--- src/hw/rtl/cdq_pkg.sv ---
// Shared types and constants for the circular deque.
package cdq_pkg;

  localparam int DEFAULT_DEPTH = 16;
  localparam int DATA_W        = 32;
  localparam int CAP_W         = 5;
  localparam logic [CAP_W-1:0] CAP_RESET = 5'd16;

  localparam logic [1:0] CMD_INS_REAR  = 2'd0;
  localparam logic [1:0] CMD_INS_FRONT = 2'd1;
  localparam logic [1:0] CMD_DEL_REAR  = 2'd2;
  localparam logic [1:0] CMD_DEL_FRONT = 2'd3;

  localparam logic [1:0] ST_DONE      = 2'd0;
  localparam logic [1:0] ST_OVERFLOW  = 2'd1;
  localparam logic [1:0] ST_UNDERFLOW = 2'd2;

  typedef struct packed {
    logic [1:0]               command;
    logic signed [DATA_W-1:0] value;
  } cdq_in_t;

  typedef struct packed {
    logic [1:0]               status;
    logic signed [DATA_W-1:0] data;
    logic                     is_empty;
    logic                     is_full;
  } cdq_out_t;

  typedef struct packed {
    logic load;
    logic exec;
  } cdq_cmd_t;

endpackage

--- src/hw/rtl/circular_deque.sv ---
// Top level of the circular deque.
// A double-ended queue of signed 32-bit words in a circular slot memory of DEPTH
// entries; the capacity register selects how many slots are in use (clamped to
// 1..DEPTH) and writing it empties the deque. Each item is one command: insert at
// rear or front, or delete from rear or front, and yields one result with status,
// removed word and the empty and full flags after the command. The controller steps
// each item through an accept state, a state that updates the indices and accesses
// the slot memory through its registered read port, and a result state; the result
// is held while the output stalls, and the next item can be accepted in the cycle
// after the result is taken.
module circular_deque
  import cdq_pkg::*;
#(
  parameter int DEPTH = DEFAULT_DEPTH
)
(
  input  logic             clk,
  input  logic             rst,
  input  logic             in_valid,
  output logic             in_stall,
  input  cdq_in_t          in_item,
  output logic             out_valid,
  input  logic             out_stall,
  output cdq_out_t         out_item,
  input  logic             cfg_wr_en,
  input  logic [CAP_W-1:0] cfg_wr_data
);

  cdq_cmd_t cmd;

  cdq_ctrl u_ctrl (
    .clk       (clk),
    .rst       (rst),
    .in_valid  (in_valid),
    .in_stall  (in_stall),
    .out_valid (out_valid),
    .out_stall (out_stall),
    .cmd       (cmd)
  );

  cdq_dp #(
    .DEPTH (DEPTH)
  ) u_dp (
    .clk         (clk),
    .rst         (rst),
    .cmd         (cmd),
    .in_item     (in_item),
    .cfg_wr_en   (cfg_wr_en),
    .cfg_wr_data (cfg_wr_data),
    .out_item    (out_item)
  );

endmodule

--- src/hw/rtl/cdq_ctrl.sv ---
// Controller state machine that sequences one deque command at a time.
module cdq_ctrl
  import cdq_pkg::*;
(
  input  logic     clk,
  input  logic     rst,
  input  logic     in_valid,
  output logic     in_stall,
  output logic     out_valid,
  input  logic     out_stall,
  output cdq_cmd_t cmd
);

  localparam logic [1:0] S_IDLE = 2'd0;
  localparam logic [1:0] S_EXEC = 2'd1;
  localparam logic [1:0] S_RESP = 2'd2;

  logic [1:0] state;
  logic [1:0] state_next;

  always_comb begin
    state_next = state;
    unique case (state)
      S_IDLE: begin
        if (in_valid) begin
          state_next = S_EXEC;
        end
      end
      S_EXEC: begin
        state_next = S_RESP;
      end
      S_RESP: begin
        if (!out_stall) begin
          state_next = S_IDLE;
        end
      end
      default: begin
        state_next = S_IDLE;
      end
    endcase
  end

  always_ff @(posedge clk) begin
    if (rst) begin
      state <= S_IDLE;
    end else begin
      state <= state_next;
    end
  end

  assign in_stall  = (state != S_IDLE);
  assign out_valid = (state == S_RESP);
  assign cmd.load  = in_valid && (state == S_IDLE);
  assign cmd.exec  = (state == S_EXEC);

`ifndef SYNTHESIS
  a_accept_exec: assert property (@(posedge clk) disable iff (rst)
    (in_valid && !in_stall) |=> (state == S_EXEC))
    else $error("accepted item did not start execution");
  a_exec_resp: assert property (@(posedge clk) disable iff (rst)
    (state == S_EXEC) |=> out_valid)
    else $error("execution did not produce a result");
  a_no_overlap: assert property (@(posedge clk) disable iff (rst)
    !in_stall |-> !out_valid)
    else $error("input taken while a result is pending");
`endif

endmodule

--- src/hw/rtl/cdq_dp.sv ---
// Datapath of the deque: slot memory, indices, capacity and result register.
module cdq_dp
  import cdq_pkg::*;
#(
  parameter int DEPTH = DEFAULT_DEPTH
)
(
  input  logic             clk,
  input  logic             rst,
  input  cdq_cmd_t         cmd,
  input  cdq_in_t          in_item,
  input  logic             cfg_wr_en,
  input  logic [CAP_W-1:0] cfg_wr_data,
  output cdq_out_t         out_item
);

  localparam int IW = $clog2(DEPTH);
  localparam int CW = (IW + 1 > CAP_W) ? IW + 1 : CAP_W;

  logic [DATA_W-1:0] mem [DEPTH];

  logic [CW-1:0]     cap;
  logic [IW-1:0]     cap_m1;
  logic [IW-1:0]     head;
  logic [IW-1:0]     tail;
  logic              empty_flag;
  logic [1:0]        cmd_r;
  logic [DATA_W-1:0] val_r;
  logic [1:0]        status;
  logic              del_ok;
  logic              is_empty;
  logic              is_full;
  logic [DATA_W-1:0] rd_data;

  logic [IW-1:0] head_next;
  logic [IW-1:0] tail_next;
  logic          empty_next;
  logic [1:0]    status_next;
  logic          del_ok_next;
  logic          full_now;
  logic          full_next;
  logic          wr_en;
  logic [IW-1:0] wr_addr;
  logic          rd_en;
  logic [IW-1:0] rd_addr;
  logic [CW-1:0] cfg_cap;

  function automatic logic [IW-1:0] wrap_inc(input logic [IW-1:0] idx,
                                             input logic [CW-1:0] c);
    logic [CW-1:0] s;
    s = CW'(idx) + CW'(1);
    return (s >= c) ? '0 : s[IW-1:0];
  endfunction

  function automatic logic [IW-1:0] wrap_dec(input logic [IW-1:0] idx,
                                             input logic [IW-1:0] c_m1);
    return (idx == '0) ? c_m1 : idx - IW'(1);
  endfunction

  function automatic logic [CW-1:0] clamp_cap(input logic [CAP_W-1:0] c);
    logic [CW-1:0] e;
    e = CW'(c);
    if (e == '0) begin
      e = CW'(1);
    end else if (e > CW'(DEPTH)) begin
      e = CW'(DEPTH);
    end
    return e;
  endfunction

  assign cfg_cap  = clamp_cap(cfg_wr_data);
  assign full_now = !empty_flag && (wrap_inc(tail, cap) == head);

  always_comb begin
    head_next   = head;
    tail_next   = tail;
    empty_next  = empty_flag;
    status_next = ST_DONE;
    del_ok_next = 1'b0;
    wr_en       = 1'b0;
    wr_addr     = '0;
    rd_en       = 1'b0;
    rd_addr     = head;
    unique case (cmd_r)
      CMD_INS_REAR, CMD_INS_FRONT: begin
        if (full_now) begin
          status_next = ST_OVERFLOW;
        end else if (empty_flag) begin
          head_next  = '0;
          tail_next  = '0;
          empty_next = 1'b0;
          wr_en      = 1'b1;
          wr_addr    = '0;
        end else if (cmd_r == CMD_INS_REAR) begin
          tail_next = wrap_inc(tail, cap);
          wr_en     = 1'b1;
          wr_addr   = tail_next;
        end else begin
          head_next = wrap_dec(head, cap_m1);
          wr_en     = 1'b1;
          wr_addr   = head_next;
        end
      end
      CMD_DEL_REAR, CMD_DEL_FRONT: begin
        rd_addr = (cmd_r == CMD_DEL_REAR) ? tail : head;
        if (empty_flag) begin
          status_next = ST_UNDERFLOW;
        end else begin
          del_ok_next = 1'b1;
          rd_en       = 1'b1;
          if (head == tail) begin
            head_next  = '0;
            tail_next  = '0;
            empty_next = 1'b1;
          end else if (cmd_r == CMD_DEL_REAR) begin
            tail_next = wrap_dec(tail, cap_m1);
          end else begin
            head_next = wrap_inc(head, cap);
          end
        end
      end
      default: begin
        status_next = ST_DONE;
      end
    endcase
    full_next = !empty_next && (wrap_inc(tail_next, cap) == head_next);
  end

  always_ff @(posedge clk) begin
    if (rst) begin
      cap        <= clamp_cap(CAP_RESET);
      cap_m1     <= IW'(clamp_cap(CAP_RESET) - CW'(1));
      head       <= '0;
      tail       <= '0;
      empty_flag <= 1'b1;
    end else if (cfg_wr_en) begin
      cap        <= cfg_cap;
      cap_m1     <= IW'(cfg_cap - CW'(1));
      head       <= '0;
      tail       <= '0;
      empty_flag <= 1'b1;
    end else if (cmd.exec) begin
      head       <= head_next;
      tail       <= tail_next;
      empty_flag <= empty_next;
    end
  end

  always_ff @(posedge clk) begin
    if (cmd.load) begin
      cmd_r <= in_item.command;
      val_r <= in_item.value;
    end
    if (cmd.exec) begin
      status   <= status_next;
      del_ok   <= del_ok_next;
      is_empty <= empty_next;
      is_full  <= full_next;
    end
  end

  always_ff @(posedge clk) begin
    if (cmd.exec && wr_en) begin
      mem[wr_addr] <= val_r;
    end
    if (cmd.exec && rd_en) begin
      rd_data <= mem[rd_addr];
    end
  end

  assign out_item.status   = status;
  assign out_item.data     = del_ok ? rd_data : '0;
  assign out_item.is_empty = is_empty;
  assign out_item.is_full  = is_full;

`ifndef SYNTHESIS
  a_head_range: assert property (@(posedge clk) disable iff (rst)
    CW'(head) < cap)
    else $error("front index beyond capacity");
  a_tail_range: assert property (@(posedge clk) disable iff (rst)
    CW'(tail) < cap)
    else $error("rear index beyond capacity");
  a_empty_idx: assert property (@(posedge clk) disable iff (rst)
    empty_flag |-> (head == '0) && (tail == '0))
    else $error("empty deque with nonzero indices");
`endif

endmodule
--- config.mk ---
export PLATFORM = sky130hd
export DESIGN_NAME = circular_deque
export DESIGN_NICKNAME = d
export VERILOG_FILES = /design/src/hw/rtl/cdq_pkg.sv /design/src/hw/rtl/circular_deque.sv /design/src/hw/rtl/cdq_ctrl.sv /design/src/hw/rtl/cdq_dp.sv
export SDC_FILE = /design/constraint.sdc
export NUM_CORES = 1
export LEC_CHECK = 0
export BUFFER_PORTS_ARGS = -buffer_cell sky130_fd_sc_hd__buf_2
export CAP_MARGIN = 20
export CELL_PAD_IN_SITES_DETAIL_PLACEMENT = 0
export CELL_PAD_IN_SITES_GLOBAL_PLACEMENT = 1
export CORE_ASPECT_RATIO = 1.5
export CORE_MARGIN = 4
export CORE_UTILIZATION = 45
export CTS_CLUSTER_DIAMETER = 30
export DETAILED_ROUTE_END_ITERATION = 8
export PLACE_DENSITY_LB_ADDON = 0.3
export SYNTH_ARGS = -nofsm -noshare
export SYNTH_HDL_FRONTEND = slang
export SYNTH_SLANG_ARGS = --single-unit
--- constraint.sdc ---
create_clock -name clk -period 6.1 [get_ports clk]
set_input_delay 0.305 -clock clk [delete_from_list [all_inputs] [get_ports clk]]
set_output_delay 0.305 -clock clk [all_outputs]
set_load 0.02 [all_outputs]
## After elaboration in Yosys (flattened, before gate mapping)

Memories as Yosys holds them, arrays and structs flattened. A register that Yosys moved wholly into a read port is not among the register bits.
Cells that the tools add are included.

- Bits in registers: 59
- Bits in writable memories: 512
- Input port bits: 44
- Memories: 1

Memory list:

| name | words | width | rd ports | clocked after Yosys merged registers in | write ports | RTL line | text |
|---|---|---|---|---|---|---|---|
| u_dp.mem | 16 | 32 | 1 | 1 | 1 | cdq_dp.sv:20 | `logic [DATA_W-1:0] mem [DEPTH];` |

- Add/subtract/negate cells: 6
- Magnitude comparators: 4
- Eq/ne operators: 10
- Multiplexer cells: 44
- Reductions and logical operators: 17

Operator list:

| operator | number |
|---|---|
| 4-bit 2-to-1 mux | 23 |
| 32-bit 2-to-1 mux | 1 |
| 4-bit one-hot mux with 2 select lines | 2 |
| 4-bit by 1-bit adder with 5-bit output, second input constant | 3 |
| 5-bit >= comparator | 3 |
| 4-bit == test | 3 |
| 4-bit by 1-bit subtractor with 4-bit output, second input constant | 3 |
| 1-bit 2-to-1 mux | 10 |
| 5-bit 2-to-1 mux | 2 |
| 4-bit zero test | 2 |
| 2-bit == test, second input constant | 3 |
| 2-bit 2-to-1 mux | 3 |
| 2-bit one-hot mux with 3 select lines | 1 |
| 2-bit OR reduction | 3 |
| 5-bit > comparator, second input constant | 1 |
| 1-bit logical AND | 5 |
| 5-bit zero test | 1 |
| 2-bit by 1-bit == test with 1-bit output, second input constant | 2 |
| 2-bit zero test | 2 |
| 2-bit inequality test, second input constant | 2 |
| 2-bit one-hot mux with 2 select lines | 1 |
| 1-bit zero test | 2 |
| 1-bit one-hot mux with 2 select lines | 1 |
| 2-bit AND reduction | 1 |
| 2-bit nonzero test | 1 |

## Longest topological paths before layout

- Depth in word-level cells: 12
- Gate-level depth with buffers: 24
- Gate-level depth less buffers: 22

## Cells and area by module

Synthesis repeated with hierarchy kept, for this count alone.

- Cells, all modules: 1297
- Area total of the unflattened synthesis: 24274.5 µm²

Modules (own cells, without submodules):

| module | times used | cells an instance | area an instance (µm²) | sequential area each (µm²) |
|---|---|---|---|---|
| cdq_dp | 1 | 1286 | 24168.2 | 17867.1 |
| cdq_ctrl | 1 | 11 | 106.4 | 40.0 |

## Worst setup path before layout

Ideal clock, no wire load.

- Path type: register to register
- Start point: reg u_dp.tail[0]
- End point: reg u_dp.is_full, data pin
- Setup time: 0.256 ns
- Arrival time: 4.627 ns
- Required time: 5.844 ns
- Slack: 1.217 ns
- Stages on the path, launching flop included: 24
- Buffers on the path: 2
- Cells stage by stage: dfxtp_1 -> buf_2 -> inv_1 -> ha_1 -> ha_1 -> a21oi_1 -> o21a_1 -> o21ai_0 -> o32ai_2 -> nand3_1 -> buf_4 -> a311oi_1 -> inv_1 -> ha_1 -> xor2_1 -> inv_1 -> ha_1 -> nor2b_1 -> o21ai_0 -> nand2b_1 -> a21oi_1 -> nand2_1 -> a32o_1 -> o211a_1

- Cells in the longest elaborated chain, start to end: 12

RTL lines:

| element | RTL line | text |
|---|---|---|
| start, declared | cdq_dp.sv:25 | `logic [IW-1:0] tail;` |
| start signal, assigned | cdq_dp.sv:144 | `tail <= tail_next;` |
| 4-bit by 1-bit adder with 5-bit output | cdq_dp.sv:51 | `s = CW'(idx) + CW'(1);` |
| 5-bit >= comparator | cdq_dp.sv:52 | `return (s >= c) ? '0 : s[IW-1:0];` |
| 4-bit 2-to-1 mux | cdq_dp.sv:52 |  |
| 4-bit == test or 4-bit 2-to-1 mux (tied branches) | cdq_dp.sv:72, cdq_dp.sv:94 |  |
| 1-bit logical AND or 4-bit 2-to-1 mux (tied branches) | cdq_dp.sv:72, cdq_dp.sv:88 |  |
| 4-bit 2-to-1 mux | cdq_dp.sv:86 | `if (full_now) begin` |
| 4-bit one-hot mux with 2 select lines (*) | cdq_dp.sv:84 | `unique case (cmd_r)` |
| via u_dp.tail_next[1] | cdq_dp.sv:36 | `logic [IW-1:0] tail_next;` |
| 4-bit by 1-bit adder with 5-bit output (*) | cdq_dp.sv:51 |  |
| 5-bit >= comparator | cdq_dp.sv:52 |  |
| 4-bit 2-to-1 mux (*) | cdq_dp.sv:52 |  |
| 4-bit == test (*) | cdq_dp.sv:126 | `full_next = !empty_next && (wrap_inc(tail_next, cap) == head_next);` |
| 1-bit logical AND (*) | cdq_dp.sv:126 |  |
| via u_dp.full_next | cdq_dp.sv:41 | `logic full_next;` |
| end signal, assigned | cdq_dp.sv:158 | `is_full <= full_next;` |
| end, declared | cdq_dp.sv:32 | `logic is_full;` |

The timed path passes the listed nets; every way through them passes the cells marked *.
A chain may end at the register's enable or synchronous reset.

## Final worst setup path

Ends and elaborated chain as after synthesis.

==> results.py <==
metrics = {
    "outcome": {
        "outcome": "finished clean",
    },
    "cts": {
        "clockBufferDepth": 3,
        "cts_made_buffers": 96,
        "cts_tree": "built",
        "post_cts_buffers": 0,
        "clk_pin_slew_ns": 0.05,
        "htree_levels": 3,
        "root_buffer": "clkbuf_16",
        "clk_latency_ns": 0.65,
        "clock_sinks": 603,
    },
    "die": {
        "row_count": 103,
        "floorplan.die_area_mm2": 0.0576,
        "io_pins": 82,
        "start_util": 0.456,
        "fp.dieW_um": 197,
        "core-area_mm2": 0.0530,
        "die_y_um": 292,
    },
    "setup_path": {
        "path_buf_inv": 3,
        "cp-start-kind": "register",
        "critPathCaptureType": "register",
        "crit_type": "reg -> reg",
        "crit_path_frequent_cell": "ha_1",
        "required_ns": 6.47,
        "critical_path.top_delay_family": "compound AO/OA/AOI/OAI gates",
        "rr_endpoint": "u_dp.is_full",
        "cp-endpoint": "u_dp.is_full",
        "crit_fanout": 11,
        "critPathMaxStageDelay_ns": 0.56,
        "worstPathCellList": "inv_1 -> ha_1 -> ha_1 -> a21oi_1 -> o21a_1 -> o21ai_0 -> o32ai_2 -> nand3_1 -> a311oi_2 -> inv_1 -> ha_1 -> xor2_1 -> inv_1 -> ha_1 -> nor2b_1 -> o21ai_0 -> nand2b_1 -> a21oi_1 -> nand2_1 -> a32o_1 -> o211a_1",
        "r2r_slack_ns": 0.64,
        "crit_cells": 21,
        "startpoint": "u_dp.tail[0]",
        "crit_slowest_cell": "dfxtp_1",
        "crit_arrival_ns": 5.83,
        "r2r_start": "u_dp.tail[0]",
        "rr_worst_depth": 21,
    },
    "synth": {
        "synth_edf_count": 583,
        "yosysMostFrequentCell": "edfxtp_1",
        "synthCells": 1301,
        "synth_top_area_frac": 0.724,
        "syn_area_mm2": 0.0242,
        "synth.largest_area_cell": "edfxtp_1",
        "synthFlopType": "edfxtp_1",
        "yosysWarningCount": 0,
        "synth_commonest_cells": "edfxtp_1, mux4_2, nand2_1, and2_1, nor2_1",
        "synthesis.nets": 1366,
        "ys_ff_latch": 603,
        "async_reset_ff_frac": 0,
        "synth_area_leaders": "edfxtp_1, mux4_2, and2_1",
        "yosysSeqAreaShare": 0.741,
        "ys_types": 73,
        "syn_area_per_cell_um2": 18.6,
    },
    "timing": {
        "worstMarginPinSlew_ns": 1.05,
        "max_freq_mhz": 183,
        "max_slew_margin": 0.298,
        "clock_skew_ns": 0.0436,
        "final.setup.tns_ns": 0,
        "hold_viol": 0,
        "fin_crit_sh": 0.895,
        "slew_violations": 0,
        "fin_crit_ns": 5.46,
        "whs_ns": 0.0421,
        "rsz0062_at_grt": "no",
        "setup_viol": 0,
    },
    "detailed_routing": {
        "wl_met1_um": 21400,
        "finalWirelength_um": 56000,
        "route.detailed.drc": 0,
        "wl_met2_um": 30600,
        "via_count": 12700,
        "final_antenna_net_count": 0,
        "dr.max_layer_used": "met4",
        "wl_per_cell_um": 24.8,
        "wl_met3_um": 2650,
        "firstDrtPassIters": 5,
        "drt_iter0_drc": 958,
        "vias_per_cell": 5.62,
    },
    "power_and_ir_drop": {
        "vdd_drop_max_v": 0.000207,
        "total_leakage_power_nw": 10.2,
        "p_per_area_mw_per_mm2": 363,
    },
    "worst_hold_path": {
        "hold_path.startpoint": "cfg_wr_data[4]",
        "hold_path_class": "in -> reg",
    },
    "cells_and_area": {
        "fin_cells": 2256,
        "layout.nets": 1557,
        "syn_to_final_growth_pct": 23.0,
        "drive_above_1_share": 0.296,
    },
    "place": {
        "hpwlAfterDp_um": 31800,
        "portBuffers": 81,
        "gp_congestion": 0.836,
        "dp_cells": 2034,
    },
    "global_routing": {
        "grt_pass1_wl_um": 84500,
        "grt_pass1_vias": 13400,
        "grt_antenna_before_repair": 0,
        "grt_overflow": 0,
        "grt_start_max_net_pins": 65,
        "grt_usage": 0.196,
    },
    "job": {
        "drv_cap": 0,
    },
}
## how the worst min path moves through the flow
stage | endpoint | depth (start not counted) | slack [ns]
after floorplan | u_dp.cap[1] | 1 | 0.38
after detailed placement | u_dp.val_r[22] | 1 | 0.48
after global placement | u_dp.cap[2] | 2 | 0.48
after CTS | u_dp.cap[4] | 3 | 0.007
after global routing | u_dp.cap[4] | 3 | 0.07
final | u_dp.cap[4] | 3 | 0.04
## cell usage in the layout, fill, tap and decap left out, drive strengths merged, types with 6 or more instances in the layout
cell,count
nor2b,10
nand2,96
inv,44
a31oi,33
nor3,9
dfxtp,20
nand3,6
bufinv,18
and2,66
clkinv,34
a211oi,42
edfxtp,583
o21ai,13
nand2b,14
ha,21
dlygate4sd3,41
nor2,50
clkbuf,101
xnor2,9
buf,124
a21oi,20
mux4,128
## layer usage
metal,vias up,global-route usage
met1,6609,0.238
met3,90,0.0347
met2,325,0.356
li1,5654,-
met5,-,0
met4,0,0.0635
## cell type report
class                   instances  area [um^2]
repair buffers                165         1290
clock buffers                 101         2420
fillers                      4000        23200
multi-input cells             603         6080
clock inverters                78         1100
well taps                     682          853
flip-flops and latches        603        17900
inverters                      23         86.3
diodes                          1         2.50
## power by group
group / switching, mW / total [mW] / internal (mW)
logic: 0.195 / 0.341 / 0.146
registers: 0.0729 / 4.67 / 4.60
clock network: 2.07 / 5.80 / 3.73
## cell families (layout without fill, tap and decap cells)
family / count (synthesis) / after routing / share of synthesized area
xor gates and xnor gates: 14 / 14 / 0.00569
AOI/OAI and AO/OA: 155 / 155 / 0.0468
buffers and inverters: 95 / 367 / 0.0161
DFF: 603 / 603 / 0.741
muxes: 135 / 135 / 0.122
adders and majority gates: 21 / 21 / 0.0109
other: 0 / 1 / 0
and+or+nand+nor: 278 / 278 / 0.0576
## worst reg2reg max path, delay by kind of cell (launching register included)
family / cells / cell delay [ns]
DFF: 1 / 0.56
xor gates and xnor gates: 1 / 0.30
AOI/OAI and AO/OA: 9 / 2.37
buffers and inverters: 3 / 0.38
and+or+nand+nor: 4 / 0.48
adders and majority gates: 4 / 1.12
## registers in the layout (all words and copies together) (netlist names)
register	count
u_dp.head	4
u_dp.is_full	1
u_dp.cmd_r	2
u_dp.rd_data	32
u_dp.status	2
u_dp.tail	4
u_dp.empty_flag	1
u_dp.mem	512
u_dp.val_r	32
u_dp.cap	5
u_dp.del_ok	1
u_dp.cap_m1	4
u_dp.is_empty	1
u_ctrl.state	2
## repair_timing
item	in CTS	in global routing
hold endpoints to repair	39	0
hold buffers	41	0
gates resized for setup	0	2
endpoints found under the setup margin	0	1
## stage by stage
stage               cell area [um^2]  total power, mW   util  setup WS, ns
floorplan                      24200             4.93      -          1.22
global placement               25800             5.07  0.487         0.589
detailed placement             25800             5.08  0.487         0.492
CTS                            29700             10.9  0.561         0.500
global route                   29700             11.2  0.562         0.162
finish                         29700             10.8  0.562         0.642
(Power assumes the default switching activity.)
